[src/lobm_pkg.sv]
// shared types and constants for the limit order book matcher
package lobm_pkg;

	localparam int unsigned BOOK_DEPTH_DEF = 16;
	localparam int unsigned TRADER_W = 8;
	localparam int unsigned QTY_W = 24;
	localparam int unsigned PRICE_W = 16;

	typedef struct packed {
		logic [TRADER_W-1:0] trader;
		logic [PRICE_W-1:0] price;
		logic [QTY_W-1:0] qty;
	} book_entry_t;

	typedef struct packed {
		logic pop;
		logic dec;
		logic ins;
		logic [QTY_W-1:0] amt;
		book_entry_t ins_entry;
	} book_cmd_t;

	typedef struct packed {
		logic [TRADER_W-1:0] trader;
		logic side;
		logic [PRICE_W-1:0] price;
		logic [QTY_W-1:0] qty;
	} rpt_entry_t;

	typedef struct packed {
		logic clr;
		logic ins;
		logic pop;
		rpt_entry_t entry;
	} rpt_cmd_t;

	typedef enum logic [2:0] {
		S_IDLE,
		S_MATCH,
		S_REP_AGG,
		S_REP_CTR,
		S_REST,
		S_EMIT
	} state_t;

endpackage

[src/lobm_book.sv]
// one side of the book: sorted shift register with head update and ordered insert
module lobm_book #(
	parameter int unsigned DEPTH = lobm_pkg::BOOK_DEPTH_DEF
) (
	input logic clk,
	input logic arst_n,
	input logic desc,
	input lobm_pkg::book_cmd_t cmd,
	output lobm_pkg::book_entry_t head,
	output logic [$clog2(DEPTH+1)-1:0] count,
	output logic full
);
	import lobm_pkg::*;

	localparam int unsigned CW = $clog2(DEPTH + 1);

	book_entry_t ent_q [DEPTH];
	logic [CW-1:0] cnt_q;
	logic [DEPTH-1:0] keep;

	// entries that stay ahead of a new order of equal or better price
	always_comb begin
		for (int k = 0; k < DEPTH; k++) begin
			keep[k] = (CW'(k) < cnt_q) &&
				(desc ? (ent_q[k].price >= cmd.ins_entry.price)
				      : (ent_q[k].price <= cmd.ins_entry.price));
		end
	end

	for (genvar k = 0; k < DEPTH; k++) begin : g_ent
		always_ff @(posedge clk) begin
			if (cmd.pop) begin
				if (k < DEPTH - 1) begin
					ent_q[k] <= ent_q[(k + 1) % DEPTH];
				end
			end else if (cmd.dec) begin
				if (k == 0) begin
					ent_q[k].qty <= ent_q[k].qty - cmd.amt;
				end
			end else if (cmd.ins && !keep[k]) begin
				if (k == 0) begin
					ent_q[k] <= cmd.ins_entry;
				end else if (keep[(k + DEPTH - 1) % DEPTH]) begin
					ent_q[k] <= cmd.ins_entry;
				end else begin
					ent_q[k] <= ent_q[(k + DEPTH - 1) % DEPTH];
				end
			end
		end
	end

	always_ff @(posedge clk or negedge arst_n) begin
		if (!arst_n) begin
			cnt_q <= '0;
		end else if (cmd.pop) begin
			cnt_q <= cnt_q - 1'b1;
		end else if (cmd.ins) begin
			cnt_q <= cnt_q + 1'b1;
		end
	end

	assign head = ent_q[0];
	assign count = cnt_q;
	assign full = (cnt_q == CW'(DEPTH));

endmodule

[config.mk]
export PLATFORM = sky130hd
export DESIGN_NAME = lobm_book
export DESIGN_NICKNAME = d
export VERILOG_FILES = /design/src/lobm_pkg.sv /design/src/lobm_book.sv
export SDC_FILE = /design/constraint.sdc
export NUM_CORES = 2
export LEC_CHECK = 0
export BUFFER_PORTS_ARGS = -buffer_cell sky130_fd_sc_hd__buf_4
export CELL_PAD_IN_SITES_DETAIL_PLACEMENT = 0
export CELL_PAD_IN_SITES_GLOBAL_PLACEMENT = 1
export CORE_ASPECT_RATIO = 0.75
export CORE_MARGIN = 1
export CORE_UTILIZATION = 30
export CTS_CLUSTER_SIZE = 30
export DETAILED_ROUTE_END_ITERATION = 8
export PLACE_DENSITY_LB_ADDON = 0.15
export SYNTH_ARGS = -nofsm -noshare
export SYNTH_HDL_FRONTEND = slang
export SYNTH_SLANG_ARGS = --single-unit
export TNS_END_PERCENT = 20
[constraint.sdc]
create_clock -name clk -period 7.1 [get_ports clk]
set_clock_uncertainty 0.15 [all_clocks]
set_input_delay 0.71 -clock clk [delete_from_list [all_inputs] [get_ports clk]]
set_output_delay 0.71 -clock clk [all_outputs]
set_load 0.01 [all_outputs]
==> flow_metrics.env <==
export IMPL_cp_arrival_ns=4.97
export IMPL_cts_max_path_buffers=3
export IMPL_drt_wl_total_mm=176
export IMPL_post_place_ws_ns=1.68
export IMPL_initial_core_util_pct=30.3
export IMPL_finalCriticalPeriod_ns=4.78
export IMPL_worstMarginPinSlew_ns=1.18
export IMPL_dieArea_um2=168000
export IMPL_ant_nets=0
export IMPL_finalSetupViolCount=0
export IMPL_min_path_type="primary input to asynchronous set/reset pin"
export IMPL_num_vias=39000
export IMPL_ys_top_cells_by_count="edfxtp_1 (768), a21oi_1 (710), nor2_1 (649)"
export IMPL_synth_top_area_share_pct=46.2
export IMPL_wl_per_cell_um=24.3
export IMPL_syn_inst=5109
export IMPL_cts_resized=0
export IMPL_core_um2=165000
export IMPL_route_detailed_drc=0
export IMPL_slew_violations=0
export IMPL_num_nets_final=5303
export IMPL_overflow=0
export IMPL_timing_rr_start="ent_q[0][169]"
export IMPL_avgSynthCellArea_um2=9.78
export IMPL_yosysMostFrequentCell="edfxtp_1"
export IMPL_synth_area_um2=50000
export IMPL_gp_congestion=0.868
export IMPL_synthTopCellsByArea="edfxtp_1 (46%), mux2i_1 (11%), a21oi_1 (7.1%)"
export IMPL_cts_setup_buffers=0
export IMPL_reg2regPathDepth=9
export IMPL_fin_crit_sh_pct=67.3
export IMPL_clk_pin_slew_ns=0.06
export IMPL_reg2reg_slack_ns=2.75
export IMPL_max_freq_ghz=0.209
export IMPL_crit_slowest_cell="o211a_4"
export IMPL_io_buffers=131
export IMPL_nFillCells=16800
export IMPL_numCtsBuffers=94
export IMPL_io_pins=132
export IMPL_synth_fp_nets=5471
export IMPL_setup_ws_ns=2.32
export IMPL_hold_viol=0
export IMPL_drv_cap=0
export IMPL_slew_headroom_pct=21.4
export IMPL_ys_async_sr_fraction_pct=0.647
export IMPL_synth_top_cell_by_area="edfxtp_1"
export IMPL_drt_pass1_iterations=6
export IMPL_grt_max_degree=127
export IMPL_syn_to_final_growth_pct=11.7
export IMPL_die_w_um=473
export IMPL_vias_per_cell=5.38
export IMPL_grt_use_total_pct=20.5
export IMPL_required_ns=7.29
export IMPL_outcome="finished, final reports clean"
export IMPL_post_dp_hpwl_mm=125
export IMPL_die_h_um=355
export IMPL_synth_edf_count=768
export IMPL_grt_pass1_vias=36700
export IMPL_grt_pass1_wl_mm=261
export IMPL_ys_ff_latch=773
export IMPL_seqCellArea_um2=23200
export IMPL_clk_latency_ns=0.72
export IMPL_numClockSinks=773
export IMPL_tns_ns=0
export IMPL_critical_path_class="primary input to flop"
export IMPL_htree_num_levels=3
export IMPL_power_per_cell_area_nw_per_um2=387
export IMPL_synth_distinct_cells=67
export IMPL_drt_iter0_drc=3734
export IMPL_root_buffer="clkbuf_16"
export IMPL_rsz0062_at_grt="no"
export IMPL_crit_chain="buf_4 > inv_1 > buf_4 > ha_1 > a21o_1 > a21oi_1 > o211a_4 > xnor2_1 > a21oi_1 > o21ai_4 > buf_4"
export IMPL_ys_flop_type="edfxtp_1"
export IMPL_cp_common_cell="buf_4"
export IMPL_yosysSeqAreaShare_pct=46.4
export IMPL_drive_gt1_share_pct=9.97
export IMPL_leakagePower_nw=22.7
export IMPL_vdd_ir_drop_max_mv=0.243
export IMPL_slowest_delay_ns=0.87
export IMPL_worstSetupEndpointType="flop"
export IMPL_cp_max_fo=99
export IMPL_rows=129
export IMPL_ys_warn_count=0
export IMPL_multi_input_area_um2=24700
export IMPL_antenna_found_initial=5
export IMPL_cts_tree="built"
export IMPL_reg2reg_to="ent_q[0][155]"
export IMPL_cp_start_kind="primary input"
export IMPL_cts_hold_buf=1
final cells by class:
cell class              instances  share of cell area, %
multi-input cells            3754                   44.2
well taps                    2227                   4.99
inverters                      82                  0.552
diodes                          3                 0.0135
clock buffers                 114                   4.39
clock inverters                58                  0.836
repair buffers                236                   3.46
flip-flops and latches        773                   41.6
worst max-delay path: cells and delay by family:
kind,cells,cell delay [ns]
compound gates,5,1.94
xor+xnor,1,0.25
fa+ha+maj,1,0.26
buf+inv,4,1.75
cell families (layout without fill, tap and decap cells):
family / count (synthesis) / count (layout) / synth area share (%)
xor+xnor: 32 / 32 / 0.561
buf+inv: 582 / 490 / 5.21
other cells: 0 / 3 / 0
compound gates: 1384 / 1384 / 15.9
simple gates: 1439 / 1439 / 12.3
fa+ha+maj: 284 / 284 / 7.13
mux: 615 / 615 / 12.5
flops: 773 / 773 / 46.4
per-layer routing:
metal / global-route usage (%) / vias up / part of all wire (%)
li1: - / 18500 / -
met1: 33.8 / 19200 / 54
met2: 28.0 / 1148 / 40
met3: 2.36 / 168 / 5.3
met4: 3.56 / 0 / 1.5
met5: 0 / - / 0
where the power goes:
part	switching (mW)	internal, mW
logic	5.32	3.38
registers	1.32	6.80
clock network	2.13	2.67
registers in the layout (all words and copies together), names as in the netlist:
signal	flops
ent_q	768
count	5
cell usage in the layout (no fill, tap or decap), drive strengths merged, types with 13 or more instances in the layout:
cell type	instances
edfxtp	768
o21ai	262
nor2	649
a21oi	710
and3	54
inv	85
a32oi	48
a31oi	147
xnor2	24
nor2b	26
mux2i	540
mux2	75
nor3	29
nand3	156
o31ai	27
clkinv	49
nor4	16
o211ai	22
buf	235
nand2	411
ha	283
a21o	92
nand4	60
clkbuf	114
nand2b	13
how the worst max path moves through the flow:
stage                        from       endpoint  slack [ns]  cells past startpoint
final                     cmd[38]  ent_q[0][155]        2.32                     11
after global placement    cmd[38]  ent_q[0][152]        1.76                     11
after detailed placement  cmd[38]  ent_q[0][153]        1.68                     11
after floorplan           cmd[29]   ent_q[0][48]        0.21                     12
after global routing      cmd[38]  ent_q[0][155]        2.09                     11
after CTS                 cmd[29]   ent_q[0][57]        2.40                     12
metrics by stage:
| stage | util (%) | instances | area (µm²) | hold slack (ns) | power (mW) |
|---|---|---|---|---|---|
| after floorplan | - | 5109 | 50000 | 0.264 | 14.0 |
| after global placement | 32.0 | 7071 | 52900 | 0.385 | 16.8 |
| after detailed placement | 32.0 | 7071 | 52900 | 0.387 | 16.8 |
| after CTS | 33.8 | 7244 | 55800 | 0.156 | 21.7 |
| after global routing | 33.8 | 7245 | 55800 | 0.205 | 22.9 |
| final | 33.8 | 7247 | 55800 | 0.230 | 21.6 |
No activity file was read; power rests on OpenSTA's default activity.
